**config.mk**
```make
export PLATFORM = sky130hd
export DESIGN_NAME = http_header_content_length_parser
export DESIGN_NICKNAME = d
export VERILOG_FILES = /design/src/design/hclp_pkg.sv /design/src/design/hclp_core.sv /design/src/design/http_header_content_length_parser.sv
export VERILOG_INCLUDE_DIRS = /design/src /design/src/design
export SDC_FILE = /design/constraint.sdc
export NUM_CORES = 1
export LEC_CHECK = 0
export BUFFER_PORTS_ARGS = -buffer_cell sky130_fd_sc_hd__buf_2
export CORE_MARGIN = 2
export CORE_UTILIZATION = 40
export CTS_CLUSTER_DIAMETER = 60
export DETAILED_ROUTE_END_ITERATION = 10
export PLACE_DENSITY_LB_ADDON = 0.25
export SLEW_MARGIN = 20
export SYNTH_ARGS = -nofsm -noshare
export SYNTH_HDL_FRONTEND = slang
export SYNTH_SLANG_ARGS = --single-unit
```
**constraint.sdc**
```tcl
create_clock -name i_clk -period 3.9 [get_ports i_clk]
set_clock_uncertainty 0.05 [all_clocks]
set_input_delay 0.195 -clock i_clk [delete_from_list [all_inputs] [get_ports i_clk]]
set_output_delay 0.195 -clock i_clk [all_outputs]
set_load 0.05 [all_outputs]
```
**src/design/http_header_content_length_parser_assert.svh**
```systemverilog
// Assertion macros shared by the parser's RTL files.
`ifndef HTTP_HEADER_CONTENT_LENGTH_PARSER_ASSERT_SVH
`define HTTP_HEADER_CONTENT_LENGTH_PARSER_ASSERT_SVH

`ifndef ASSERT_OFF
`define HCLP_ASSERT_SAME(label, clk, rst_n, ante, cons) \
    label: assert property (@(posedge clk) disable iff (!rst_n) (ante) |-> (cons)) \
        else $error("same-cycle check failed");
`define HCLP_ASSERT_NEXT(label, clk, rst_n, ante, cons) \
    label: assert property (@(posedge clk) disable iff (!rst_n) (ante) |=> (cons)) \
        else $error("next-cycle check failed");
`else
`define HCLP_ASSERT_SAME(label, clk, rst_n, ante, cons)
`define HCLP_ASSERT_NEXT(label, clk, rst_n, ante, cons)
`endif

`endif

```
**src/design/hclp_pkg.sv**
```systemverilog
`default_nettype none
package hclp_pkg;

    localparam logic [7:0] CH_CR    = 8'd13;
    localparam logic [7:0] CH_LF    = 8'd10;
    localparam logic [7:0] CH_COLON = 8'd58;
    localparam logic [7:0] CH_NUL   = 8'd0;
    localparam logic [7:0] CH_PLUS  = 8'd43;
    localparam logic [7:0] CH_MINUS = 8'd45;
    localparam logic [7:0] CH_ZERO  = 8'd48;
    localparam logic [7:0] CH_NINE  = 8'd57;
    localparam logic [7:0] CH_SPACE = 8'd32;
    localparam logic [7:0] CH_TAB   = 8'd9;

    localparam logic [4:0] NAME_LEN = 5'd14;
    localparam logic [4:0] POS_MAX  = 5'd31;

    localparam logic [31:0] MAG_LIMIT = 32'h8000_0000;
    localparam logic [31:0] POS_LIMIT = 32'h7FFF_FFFF;

    typedef enum logic [3:0] {
        PH_SKIP   = 4'b0001,
        PH_SIGN   = 4'b0010,
        PH_DIGITS = 4'b0100,
        PH_DONE   = 4'b1000
    } t_phase;

    typedef struct packed {
        logic [31:0] content_length;
        logic        length_found;
        logic [7:0]  header_lines;
    } t_result;

    // "Content-Length", one character per position
    function automatic logic [7:0] name_char(input logic [3:0] idx);
        logic [7:0] c;
        case (idx)
            4'd0:    c = 8'h43;
            4'd1:    c = 8'h6F;
            4'd2:    c = 8'h6E;
            4'd3:    c = 8'h74;
            4'd4:    c = 8'h65;
            4'd5:    c = 8'h6E;
            4'd6:    c = 8'h74;
            4'd7:    c = 8'h2D;
            4'd8:    c = 8'h4C;
            4'd9:    c = 8'h65;
            4'd10:   c = 8'h6E;
            4'd11:   c = 8'h67;
            4'd12:   c = 8'h74;
            4'd13:   c = 8'h68;
            default: c = 8'h00;
        endcase
        return c;
    endfunction

    function automatic logic is_ws(input logic [7:0] b);
        return (b == CH_SPACE) || (b >= CH_TAB && b <= CH_CR);
    endfunction

endpackage
`default_nettype wire

```
**src/design/hclp_core.sv**
```systemverilog
`default_nettype none
`include "http_header_content_length_parser_assert.svh"
module hclp_core (
    input  wire logic             i_clk,
    input  wire logic             i_rst_n,
    input  wire logic             i_step,
    input  wire logic [7:0]       i_byte,
    output logic                  o_emit,
    output hclp_pkg::t_result     o_result
);

    logic                    r_in_status, n_in_status;
    logic                    r_colon, n_colon;
    logic                    r_prev_cr, n_prev_cr;
    logic [4:0]              r_pos, n_pos;
    logic                    r_starts_empty, n_starts_empty;
    logic                    r_match, n_match;
    logic                    r_name_ended, n_name_ended;
    hclp_pkg::t_phase        r_phase, n_phase;
    logic                    r_neg, n_neg;
    logic [31:0]             r_acc, n_acc;
    logic [31:0]             r_saved, n_saved;
    logic                    r_found, n_found;
    logic [7:0]              r_count, n_count;

    logic        lf_end;
    logic        is_digit;
    logic [35:0] acc_x10;
    logic [31:0] acc_sat;
    logic [31:0] value_res;

    assign lf_end   = (i_byte == hclp_pkg::CH_LF) && r_prev_cr;
    assign o_emit   = lf_end && (r_starts_empty || r_pos == 5'd1);
    assign is_digit = (i_byte >= hclp_pkg::CH_ZERO) && (i_byte <= hclp_pkg::CH_NINE);

    // acc * 10 + digit as two shifted adds; magnitude clamps at 2^31
    assign acc_x10 = ({4'd0, r_acc} << 3) + ({4'd0, r_acc} << 1) + {32'd0, i_byte[3:0]};
    assign acc_sat = (acc_x10 > {4'd0, hclp_pkg::MAG_LIMIT}) ? hclp_pkg::MAG_LIMIT
                                                              : acc_x10[31:0];
    assign value_res = r_neg ? (32'd0 - r_acc)
                     : ((r_acc > hclp_pkg::POS_LIMIT) ? hclp_pkg::POS_LIMIT : r_acc);

    assign o_result.content_length = r_saved;
    assign o_result.length_found   = r_found;
    assign o_result.header_lines   = r_count;

    always_comb begin
        n_in_status    = r_in_status;
        n_colon        = r_colon;
        n_prev_cr      = r_prev_cr;
        n_pos          = r_pos;
        n_starts_empty = r_starts_empty;
        n_match        = r_match;
        n_name_ended   = r_name_ended;
        n_phase        = r_phase;
        n_neg          = r_neg;
        n_acc          = r_acc;
        n_saved        = r_saved;
        n_found        = r_found;
        n_count        = r_count;

        if (lf_end) begin
            if (o_emit) begin
                n_in_status = 1'b1;
                n_saved     = '0;
                n_found     = 1'b0;
                n_count     = '0;
            end else begin
                if (!r_in_status) begin
                    if (r_count != 8'hFF) begin
                        n_count = r_count + 8'd1;
                    end
                    if (r_colon && r_match) begin
                        n_saved = value_res;
                        n_found = 1'b1;
                    end
                end
                n_in_status = 1'b0;
            end
            n_prev_cr      = 1'b0;
            n_colon        = 1'b0;
            n_pos          = '0;
            n_starts_empty = 1'b0;
            n_match        = 1'b1;
            n_name_ended   = 1'b0;
            n_phase        = hclp_pkg::PH_SKIP;
            n_neg          = 1'b0;
            n_acc          = '0;
        end else begin
            if (r_pos == 5'd0 && (i_byte == hclp_pkg::CH_COLON || i_byte == hclp_pkg::CH_NUL)) begin
                n_starts_empty = 1'b1;
            end

            if (!r_colon && i_byte == hclp_pkg::CH_COLON) begin
                n_colon = 1'b1;
                if (!r_name_ended) begin
                    n_name_ended = 1'b1;
                    if (r_pos != hclp_pkg::NAME_LEN) begin
                        n_match = 1'b0;
                    end
                end
            end else if (r_colon) begin
                if (r_phase != hclp_pkg::PH_DONE) begin
                    if (is_digit) begin
                        n_acc   = acc_sat;
                        n_phase = hclp_pkg::PH_DIGITS;
                    end else if (r_phase == hclp_pkg::PH_SKIP && hclp_pkg::is_ws(i_byte)) begin
                        n_phase = hclp_pkg::PH_SKIP;
                    end else if (r_phase == hclp_pkg::PH_SKIP &&
                                 (i_byte == hclp_pkg::CH_PLUS || i_byte == hclp_pkg::CH_MINUS)) begin
                        n_neg   = (i_byte == hclp_pkg::CH_MINUS);
                        n_phase = hclp_pkg::PH_SIGN;
                    end else begin
                        n_phase = hclp_pkg::PH_DONE;
                    end
                end
            end else if (!r_name_ended) begin
                if (i_byte == hclp_pkg::CH_NUL) begin
                    n_name_ended = 1'b1;
                    if (r_pos != hclp_pkg::NAME_LEN) begin
                        n_match = 1'b0;
                    end
                end else if (r_pos >= hclp_pkg::NAME_LEN ||
                             i_byte != hclp_pkg::name_char(r_pos[3:0])) begin
                    n_match = 1'b0;
                end
            end

            if (r_pos != hclp_pkg::POS_MAX) begin
                n_pos = r_pos + 5'd1;
            end
            n_prev_cr = (i_byte == hclp_pkg::CH_CR);
        end
    end

    always_ff @(posedge i_clk) begin
        if (!i_rst_n) begin
            r_in_status    <= 1'b1;
            r_colon        <= 1'b0;
            r_prev_cr      <= 1'b0;
            r_pos          <= '0;
            r_starts_empty <= 1'b0;
            r_match        <= 1'b1;
            r_name_ended   <= 1'b0;
            r_phase        <= hclp_pkg::PH_SKIP;
            r_neg          <= 1'b0;
            r_acc          <= '0;
            r_saved        <= '0;
            r_found        <= 1'b0;
            r_count        <= '0;
        end else if (i_step) begin
            r_in_status    <= n_in_status;
            r_colon        <= n_colon;
            r_prev_cr      <= n_prev_cr;
            r_pos          <= n_pos;
            r_starts_empty <= n_starts_empty;
            r_match        <= n_match;
            r_name_ended   <= n_name_ended;
            r_phase        <= n_phase;
            r_neg          <= n_neg;
            r_acc          <= n_acc;
            r_saved        <= n_saved;
            r_found        <= n_found;
            r_count        <= n_count;
        end
    end

    // a fresh line has seen no colon
    `HCLP_ASSERT_SAME(a_pos0_no_colon, i_clk, i_rst_n, r_pos == 5'd0, !r_colon)
    // header lines are only counted once the status line is behind us
    `HCLP_ASSERT_SAME(a_count_after_status, i_clk, i_rst_n, r_count != 8'd0, !r_in_status)
    // emitting rearms for a new response
    `HCLP_ASSERT_NEXT(a_emit_rearms, i_clk, i_rst_n, i_step && o_emit,
        r_in_status && r_count == 8'd0 && !r_found)

endmodule
`default_nettype wire

```
**src/design/http_header_content_length_parser.sv**
```systemverilog
// The LF ending the header is accepted into the input register, then its result
// word is registered in the result register once the result slot is free.
// Throughput: one byte per cycle; a byte is taken while a result waits, unless
// the byte in the input register ends another header, which then holds the input.
// Reset (i_rst_n low, synchronous) clears both handshake stages and rearms
// the parser at the start of a status line.
`default_nettype none
`include "http_header_content_length_parser_assert.svh"
module http_header_content_length_parser (
    input  wire logic        i_clk,
    input  wire logic        i_rst_n,
    input  wire logic        i_valid,
    output logic             o_ready,
    input  wire logic [7:0]  i_data_byte,
    output logic             o_valid,
    input  wire logic        i_ready,
    output logic [31:0]      o_content_length,
    output logic             o_length_found,
    output logic [7:0]       o_header_lines
);

    logic              r_in_valid;
    logic [7:0]        r_in_byte;
    logic              r_out_valid;
    hclp_pkg::t_result r_out;

    logic              core_emit;
    hclp_pkg::t_result core_result;
    logic              out_free;
    logic              stage_adv;

    assign out_free  = !r_out_valid || i_ready;
    // a byte that ends the header waits only if the result slot is busy
    assign stage_adv = r_in_valid && (!core_emit || out_free);
    assign o_ready   = !r_in_valid || stage_adv;

    hclp_core u_core (
        .i_clk    (i_clk),
        .i_rst_n  (i_rst_n),
        .i_step   (stage_adv),
        .i_byte   (r_in_byte),
        .o_emit   (core_emit),
        .o_result (core_result)
    );

    always_ff @(posedge i_clk) begin
        if (!i_rst_n) begin
            r_in_valid <= 1'b0;
        end else if (o_ready) begin
            r_in_valid <= i_valid;
        end
    end

    always_ff @(posedge i_clk) begin
        if (o_ready && i_valid) begin
            r_in_byte <= i_data_byte;
        end
    end

    always_ff @(posedge i_clk) begin
        if (!i_rst_n) begin
            r_out_valid <= 1'b0;
        end else if (stage_adv && core_emit) begin
            r_out_valid <= 1'b1;
        end else if (i_ready) begin
            r_out_valid <= 1'b0;
        end
    end

    always_ff @(posedge i_clk) begin
        if (stage_adv && core_emit) begin
            r_out <= core_result;
        end
    end

    assign o_valid          = r_out_valid;
    assign o_content_length = r_out.content_length;
    assign o_length_found   = r_out.length_found;
    assign o_header_lines   = r_out.header_lines;

    // a held byte stays put until the parser takes it
    `HCLP_ASSERT_NEXT(a_hold_input, i_clk, i_rst_n, r_in_valid && !stage_adv,
        r_in_valid && $stable(r_in_byte))
    // every emitted result lands in the output register
    `HCLP_ASSERT_NEXT(a_emit_lands, i_clk, i_rst_n, stage_adv && core_emit, r_out_valid)
    // an empty input stage never refuses a word
    `HCLP_ASSERT_SAME(a_empty_ready, i_clk, i_rst_n, !r_in_valid, o_ready)

endmodule
`default_nettype wire
```
==> Word level (Yosys, flattened, before mapping) <==
Memories as Yosys holds them, arrays and structs flattened. A register that Yosys moved wholly into a read port is not among the register bits.
Index checks and enable logic that the tools add are counted.
{ "op_classes": {"n_addsub": 5, "n_lt_le_gt_ge": 7, "eq_ne": 19, "n_mux": 61, "reduce_logical": 48} }
{ "ops": {"columns": ["cell", "count"], "rows": [
  ["32-bit two-way mux", 11],
  ["8-bit two-way mux", 8],
  ["35-bit by 33-bit adder with 36-bit output", 1],
  ["36-bit by 4-bit adder with 36-bit output", 1],
  ["36-bit by 32-bit > comparator with 1-bit output, second input constant", 1],
  ["4-bit two-way mux", 9],
  ["8-bit by 6-bit equality test with 1-bit output, second input constant", 4],
  ["32-bit by 31-bit > comparator with 1-bit output, second input constant", 1],
  ["1-bit by 32-bit subtractor with 32-bit output, first input constant", 1],
  ["1-bit two-way mux", 31],
  ["2-bit nonzero test", 10],
  ["8-bit by 4-bit equality test with 1-bit output, second input constant", 2],
  ["4-bit AND reduction", 4],
  ["1-bit logical AND", 12],
  ["5-bit two-way mux", 2],
  ["2-bit AND reduction", 5],
  ["8-bit by 1-bit adder with 8-bit output, second input constant", 1],
  ["8-bit by 4-bit greater-or-equal comparator with 1-bit output, second input constant", 1],
  ["8-bit by 6-bit greater-or-equal comparator with 1-bit output, second input constant", 1],
  ["8-bit by 4-bit <= comparator with 1-bit output, second input constant", 1],
  ["8-bit by 6-bit <= comparator with 1-bit output, second input constant", 1],
  ["8-bit logical NOT", 1],
  ["1-bit logical OR", 8],
  ["8-bit inequality test", 1],
  ["16 further kinds", 22]
]} }
{ "word_totals": {"reg_bits": 140, "rom_bits": 112, "out_inout_bits": 43, "n_memories": 1} }
{ "mem_list": {"columns": ["name", "words", "width", "rd", "rd_clocked_by_memory_dff", "wr", "line_no", "source"], "rows": [
  ["(no name shown)", 16, 7, 1, 1, 0, "hclp_pkg.sv:37", "case (idx)"]
]} }

==> Depth between registers and ports, before layout <==
Gate-level depths: netlist (run 1).
{ "depth": {"depth_word": 14, "depth_mapped": 16, "mapped_depth_nobuf": 13} }

==> Modules after synthesis <==
A second synthesis (run 1) with hierarchy kept.
{ "unflattened": {"cells_unflattened": 967, "hier_area_um2": 8921.1} }
{ "by_module_without_submodules": {"columns": ["module", "instances", "cells_each", "area_each_um2", "seq_area_each_um2"], "rows": [
  ["hclp_core", 1, 906, 7332.0, 1921.8],
  ["http_header_content_length_parser", 1, 61, 1589.0, 1511.4]
]} }

==> Worst setup path after synthesis (run 1) <==
OpenSTA, ideal clock, no wires.
{ "synth_timing": {"path_type": "register to register", "start": "register r_in_byte[3]", "end": "register u_core.r_acc[10]", "setup_ns": 0.101, "arrival_time_ns": 3.859, "required_ns": 3.749, "setup_slack_ns": -0.110, "stages_incl_launch_ff": 16, "n_path_buf": 3, "path_cell_list": "edfxtp_1 > clkbuf_1 > inv_1 > fa_1 > fa_1 > nand2b_1 > a21oi_1 > o211a_1 > or4_1 > and3_1 > a2111oi_2 > o2111a_1 > nand2_1 > buf_2 > buf_2 > o41ai_1"} }
{ "synth_between": {"elab_chain_cells": 8, "word_cells_on_any_way": 24, "cone_classes": "add/sub: 1; order compare: 3; eq/ne: 3; mux: 6; reduce/logical: 11"} }
{ "synth_lines": {"columns": ["element", "line_no", "source"], "rows": [
  ["start, declared", "http_header_content_length_parser.sv:23", "logic [7:0] r_in_byte;"],
  ["start signal, assigned", "http_header_content_length_parser.sv:56", "r_in_byte <= i_data_byte;"],
  ["36-bit by 4-bit adder with 36-bit output", "hclp_core.sv:37", "assign acc_x10 = ({4'd0, r_acc} << 3) + ({4'd0, r_acc} << 1) + {32'd0, i_byte[3:0]};"],
  ["36-bit by 32-bit > comparator with 1-bit output", "hclp_core.sv:38", "assign acc_sat = (acc_x10 > {4'd0, hclp_pkg::MAG_LIMIT}) ? hclp_pkg::MAG_LIMIT"],
  ["32-bit two-way mux", "hclp_core.sv:38", null],
  ["32-bit two-way mux", "hclp_core.sv:104", "if (is_digit) begin"],
  ["32-bit two-way mux", "hclp_core.sv:103", "if (r_phase != hclp_pkg::PH_DONE) begin"],
  ["32-bit two-way mux", "hclp_core.sv:102", "end else if (r_colon) begin"],
  ["32-bit two-way mux", "hclp_core.sv:94", "if (!r_colon && i_byte == hclp_pkg::CH_COLON) begin"],
  ["32-bit two-way mux", "hclp_core.sv:62", "if (lf_end) begin"],
  ["end signal, assigned", "hclp_core.sv:161", "r_acc <= n_acc;"],
  ["end, declared", "hclp_core.sv:21", "logic [31:0] r_acc, n_acc;"]
]} }
Parallel ways exist; a longest one is shown, timed or not. The select of a mux whose other input is x is not followed.
A chain may end at the register's enable or synchronous reset.

==> Worst setup path after layout (run 1) <==
{ "layout_timing": {"start": "register r_in_byte[3]", "end": "register u_core.r_acc[29]"} }
The elaborated chain is that of the path after synthesis.

==> reports/metrics.csv, run 1 <==
metric,value,unit
Critical Path Source Type,flip-flop,
Post-Syn Area,9190,µm²
clock latency on the worst-skew pair,0.43,ns
routed vias,8262,
Gate power share,3.8,%
Vias/cell,5.66,
"FF+latch count, synth",147,
Total Power,3360,µW
r2r startpoint,r_in_byte[3],
vias in the first global route,7308,
CTS tree,yes,
Setup WS post-layout,-0.139,ns
routed length per instance,16.6,µm
gr ovfl total,0,
Iter 0 DRT Violations,672,
total CTS buffers,17,
H-tree depth,4,
Area Growth Syn to Fin,25.8,%
first-pass GRT wire length,38.3,mm
MaxCap Viol Count,0,
DP Wirelength,17.7,mm
DRC Markers,0,
WS Path Type,flip-flop to flip-flop,
chip height,156,µm
status,"complete, but fails checks",
Die Span X,156,µm
RSZ-0062 raised after global routing,yes,
Worst EP arrival,4.31,ns
post-layout min period,4.04,ns
GRT Overall Usage,19.5,%
Worst Setup End Kind,flip-flop,
final net count,1252,
Unique masters post-synth,67,
syn avg cell area,8.99,µm²
area fraction of the dominant cell type after synthesis,21.4,%
initial antenna violation count,0,
VDD IR max,0.273,mV
Placer Congestion,0.889,
largest cells by area after synthesis,"dfxtp_1 21%, edfxtp_1 16%, ha_1 10%",
failing checks,setup timing,
"Slew Viols, Final",0,
pin count of the biggest net entering global routing,44,
sequential share of the synthesized area,37.4,%
sequential power share,47.6,%
Slew @ Worst Pin,0.985,ns
hold_sp,i_ready,
number of flops mapped to enable cells by yosys,49,
pwr/cell area,291,nW/µm²
ANT nets after route,0,
Final TNS setup,-1.68,ns
Static Leak,0.00489,µW
DRT Pass-1 Iters,4,
Worst Hold Class,input port to flip-flop,
Hold Slack,0.0843,ns
Port Buffers,54,
I/O pins,55,
syn nets,1112,
final wirelength,24.2,mm
n_diodes,0,
clock input transition at the sequential cells of the worst setup and hold paths,0.07,ns
clock sink count,147,
Slew headroom,34.2,%
Ys Warns,0,
"Setup violations, final",21,
root buf cell,clkbuf_16,
ys flop type,dfxtp_1,
clock buffer depth,2,
Max Clk Rate,248,MHz
share of layout cells above drive strength 1,22.6,%
async set-reset flop share out of synthesis,0,%
cell count after synthesis,1022,
Crit Path Max Fanout,7,
Site Rows,55,
Psw,811,µW
Clk pwr share,48.7,%
Critical Path RT,4.17,ns
Sw Ratio,24.1,%
worst slack at placement,-0.232,ns
final hold viol count,0,
internal power,2550,µW
biggest area consumer among synthesized cells,dfxtp_1,
period utilisation layout,104,%
full die area,24200,µm²
CP startpoint,r_in_byte[3],
core area,22600,µm²
Initial Utilization,40.7,%
-- path summary, 6_finish.rpt --
| path | cells after the start | to | slack [ns] |
|---|---|---|---|
| max reg2reg | 14 | u_core.r_acc[29] | -0.14 |
| max | 14 | u_core.r_acc[29] | -0.14 |
| min | 3 | o_valid | 0.08 |
| min reg2reg | 0 | o_content_length[20] | 0.38 |
-- what timing repair did --
| action | in CTS | in global routing |
|---|---|---|
| endpoints found under the setup margin | 29 | 31 |
| hold buffers | 9 | 0 |
| cloned | 0 | 3 |
| gates resized for setup | 10 | 47 |
| buffers inserted | 0 | 3 |
| hold endpoints to repair | 9 | 0 |
| pin swaps | 1 | 20 |
-- worst max-delay path, stage by stage, from the launching register on --
cell,delay (ns)
edfxtp_1,0.38
inv_2,0.06
fa_2,0.57
fa_2,0.23
nand2b_4,0.14
a21oi_4,0.07
buf_6,0.13
o211a_4,0.25
or4_4,0.48
a22oi_2,0.18
nand4_1,0.17
nor4b_4,0.37
a41oi_4,0.25
clkbuf_16,0.25
o41ai_2,0.32
-- cell usage in the layout (no fill, tap or decap), drive strengths merged, types with 4 or more instances in the layout --
cell type / instances
o21ai: 42
or4: 11
a22oi: 30
nand2: 106
edfxtp: 49
xor2: 12
ha: 76
and3: 9
a21o: 22
and2: 13
a21boi: 12
o31a: 6
nor2: 60
o21a: 13
nand4: 20
and4: 4
buf: 160
nor3: 35
dlygate4sd3: 9
nor4: 10
o41ai: 28
or2: 12
xnor2: 20
o211ai: 11
a32oi: 5
inv: 33
dfxtp: 98
or3: 16
nor2b: 42
a21oi: 60
nand2b: 8
clkbuf: 19
o31ai: 15
a31oi: 8
mux2i: 15
a211oi: 11
nand3: 24
-- state kept, by name, summed over array words and instances (netlist names), named ones only --
register and count:
o_content_length 32, o_header_lines 8, o_length_found 1, o_valid 1
r_in_byte 8, r_in_valid 1, u_core.r_acc 32, u_core.r_colon 1
u_core.r_count 8, u_core.r_found 1, u_core.r_in_status 1, u_core.r_match 1
u_core.r_name_ended 1, u_core.r_neg 1, u_core.r_phase 4, u_core.r_pos 5
u_core.r_prev_cr 1, u_core.r_saved 32, u_core.r_starts_empty 1
-- power by group through the flow --
stage	clock (µW)	sequential (µW)	combinational [µW]
6_report	1640	1600	127
3_5_place_dp	0	1630	113
4_1_cts	1670	1600	122
2_1_floorplan	0	1630	79.0
3_3_place_gp	0	1630	113
5_1_grt	1720	1600	140
-- kinds of logic after synthesis --
logic type      share of synthesized area, %
mux                                     1.76
flops                                   37.4
buf+inv                                 3.19
xor+xnor                                3.05
compound gates                          22.7
fa+ha+maj                               10.8
simple gates                            21.1
-- per-stage QoR --
step / std cells / cell area (µm²) / util (%)
3_5_place_dp: 1413 / 10400 / 46.2
3_3_place_gp: 1413 / 10400 / 46.2
5_1_grt: 1460 / 11600 / 51.2
2_1_floorplan: 1022 / 9190 / -
4_1_cts: 1454 / 11200 / 49.4
6_report: 1460 / 11600 / 51.2
-- synth_stat cells, drive strengths merged, types with 13 or more instances --
cell	count
nor2	60
mux2i	15
o21a	13
a21oi	60
ha	76
or3	16
a22oi	30
nand3	24
o21ai	42
nor3	35
edfxtp	49
o41ai	28
and2	13
xnor2	20
nand4	20
a21o	22
o31ai	15
clkbuf	40
dfxtp	98
inv	24
nand2	106
nor2b	42
-- layout make-up --
cell class / count / area [µm²]
Multi-Input combinational cell: 801 / 5830
Inverter: 24 / 90.1
Timing Repair Buffer: 171 / 1250
Sequential cell: 147 / 3440
Fill cell: 2052 / 11000
Clock buffer: 17 / 425
Tap cell: 285 / 357
Clock inverter: 15 / 166
-- per-layer routing --
layer | wire [µm] | global-route usage (%) | vias to the layer above
li1 | - | - | 4154
met1 | 12400 | 29.8 | 3874
met4 | 233 | 4.67 | 0
met5 | 0 | 0 | -
met2 | 10500 | 28.8 | 220
met3 | 1110 | 3.00 | 14
(Power assumes the default switching activity.)
==> inputs of run 2 (changes only) <==
--- a/config.mk
+++ b/config.mk
@@ -16,3 +16,4 @@
 export SYNTH_ARGS = -nofsm -noshare
 export SYNTH_HDL_FRONTEND = slang
 export SYNTH_SLANG_ARGS = --single-unit
+export TNS_END_PERCENT = 10
==> reports/metrics.csv, run 2 (synthesized netlist as in run 1, its figures left out) <==
metric,value,unit,change
status,"complete, but fails checks",,
failing checks,setup timing,,
RSZ-0062 raised after global routing,yes,,
final net count,1251,,-0.080%
DRC Markers,0,,unchanged
DP Wirelength,17.7,mm,unchanged
total CTS buffers,17,,unchanged
Fill cells,2061,,+0.44%
worst slack at placement,-0.232,ns,unchanged
"Design Area, Final",11500,µm²,-0.40%
Hold Slack,0.0877,ns,+0.00340 ns
"Slew Viols, Final",0,,unchanged
final wirelength,24.2,mm,-0.22%
vias in the first global route,7319,,+0.15%
Area Growth Syn to Fin,25.2,%,
clock sink count,147,,unchanged
Setup WS post-layout,-0.122,ns,+0.0174 ns
gr ovfl total,0,,unchanged
CTS tree,yes,,
Slew headroom,38.9,%,+4.8 points
clock buffer depth,2,,unchanged
Initial Utilization,40.7,%,unchanged
Port Buffers,54,,unchanged
Placed Area,10400,µm²,unchanged
FF/Latch Area,3440,µm²,unchanged
share of layout cells above drive strength 1,22.5,%,-0.066 points
clock input transition at the sequential cells of the worst setup and hold paths,0.07,ns,about the same
Site Rows,55,,unchanged
root buf cell,clkbuf_16,,
met1 WL,12.5,mm,+0.68%
Multi-input gate area,5800,µm²,-0.45%
pin count of the biggest net entering global routing,44,,unchanged
Vias/cell,5.66,,about the same
Placer Congestion,0.889,,unchanged
Worst Hold Class,input port to flip-flop,,
Die Span X,156,µm,unchanged
Slew @ Worst Pin,0.914,ns,-0.0712 ns
n_diodes,0,,unchanged
most frequent cells in the layout,"106 x nand2_1, 101 x buf_4, 94 x dfxtp_1",,
WL met3,1.01,mm,-9.1%
VDD IR max,0.276,mV,+1.2%
Critical Path RT,4.17,ns,about the same
first-pass GRT wire length,38.3,mm,about the same
MaxCap Viol Count,0,,unchanged
DRT Pass-1 Iters,4,,unchanged
non-filler instance count after layout,1459,,-0.068%
post-layout min period,4.02,ns,-0.0174 ns
Crit Path Max Fanout,7,,unchanged
full die area,24200,µm²,unchanged
GRT Overall Usage,19.5,%,about the same
final core utilization,51.0,%,-0.21 points
max layer used,met4,,
initial antenna violation count,0,,unchanged
ANT nets after route,0,,unchanged
metal2 WL,10.4,mm,-0.56%
final hold viol count,0,,unchanged
"Setup violations, final",21,,unchanged
period utilisation layout,103,%,-0.45 points
Max Clk Rate,249,MHz,+0.43%
chip height,156,µm,unchanged
WS Path Type,flip-flop to flip-flop,,
I/O pins,55,,unchanged
routed length per instance,16.6,µm,-0.15%
core area,22600,µm²,unchanged
Static Leak,0.00489,µW,-0.18%
Worst Setup End Kind,flip-flop,,
clock latency on the worst-skew pair,0.42,ns,about the same
Worst EP arrival,4.29,ns,-0.02 ns
"commonest non-fill, non-tap cell in the layout",nand2_1,,
H-tree depth,4,,unchanged
Iter 0 DRT Violations,632,,-6.0%
routed vias,8255,,-0.085%
pwr/cell area,292,nW/µm²,+0.42%
Critical Path Source Type,flip-flop,,
placed cell count,1413,,unchanged
## run 2: cell count changes in the layout (fill, tap and decap cells not counted), sizes merged
| cell | delta |
|---|---|
| buf | -1 |
## run 2: where the power goes
group	leakage, µW	switching (µW)	internal, µW	total, µW
logic	0.00342	71.7	54.9	127
registers	0.00118	12.3	1590	1600
clock network	0.000287	727	912	1640
## run 2: cell type report
type	count	share of cell area [%]
flip-flops and latches	147	29.9
well taps	285	3.10
multi-input cells	801	50.4
clock inverters	15	1.45
inverters	24	0.783
repair buffers	170	10.7
clock buffers	17	3.70
## run 2: what timing repair did
action                                  4_1_cts  5_1_grt
resized for setup                            10       44
pin swaps                                     1       18
setup buffers                                 0        2
hold buffers                                  9        0
gates cloned                                  0        3
endpoints found under the setup margin       29       31
hold endpoints to repair                      9        0
## run 2: critical path, cell delays in order (launching register included)
cell and delay [ns]:
edfxtp_1 0.38, inv_2 0.06, fa_2 0.57, fa_2 0.23, nand2b_4 0.14, a21oi_4 0.07, buf_6 0.13, o211a_4 0.25
or4_4 0.49, a22oi_2 0.18, nand4_1 0.17, nor4b_4 0.37, a41oi_4 0.25, clkbuf_16 0.25, o41ai_1 0.31
## run 2: layer usage
metal | vias to the layer above | track usage [%]
met1 | 3884 | 29.7
met2 | 203 | 28.8
li1 | 4148 | -
met4 | 0 | 4.67
met3 | 20 | 3.00
met5 | - | 0
## run 2: final timing paths
path / startpoint / to / slack [ns] / cells past startpoint
max: r_in_byte[3] / u_core.r_acc[7] / -0.12 / 14
min: i_ready / o_valid / 0.09 / 3
max reg2reg: r_in_byte[3] / u_core.r_acc[7] / -0.12 / 14
min reg2reg: u_core.r_saved[20] / o_content_length[20] / 0.38 / 0
## run 2: metrics by stage
| step | total power (µW) | setup TNS (ns) |
|---|---|---|
| final | 3370 | -1.61 |
| after global routing | 3460 | -5.91 |
| after CTS | 3390 | -0.238 |
| after detailed placement | 1750 | -3.81 |
| after global placement | 1750 | -1.30 |
| after floorplan | 1710 | 0 |
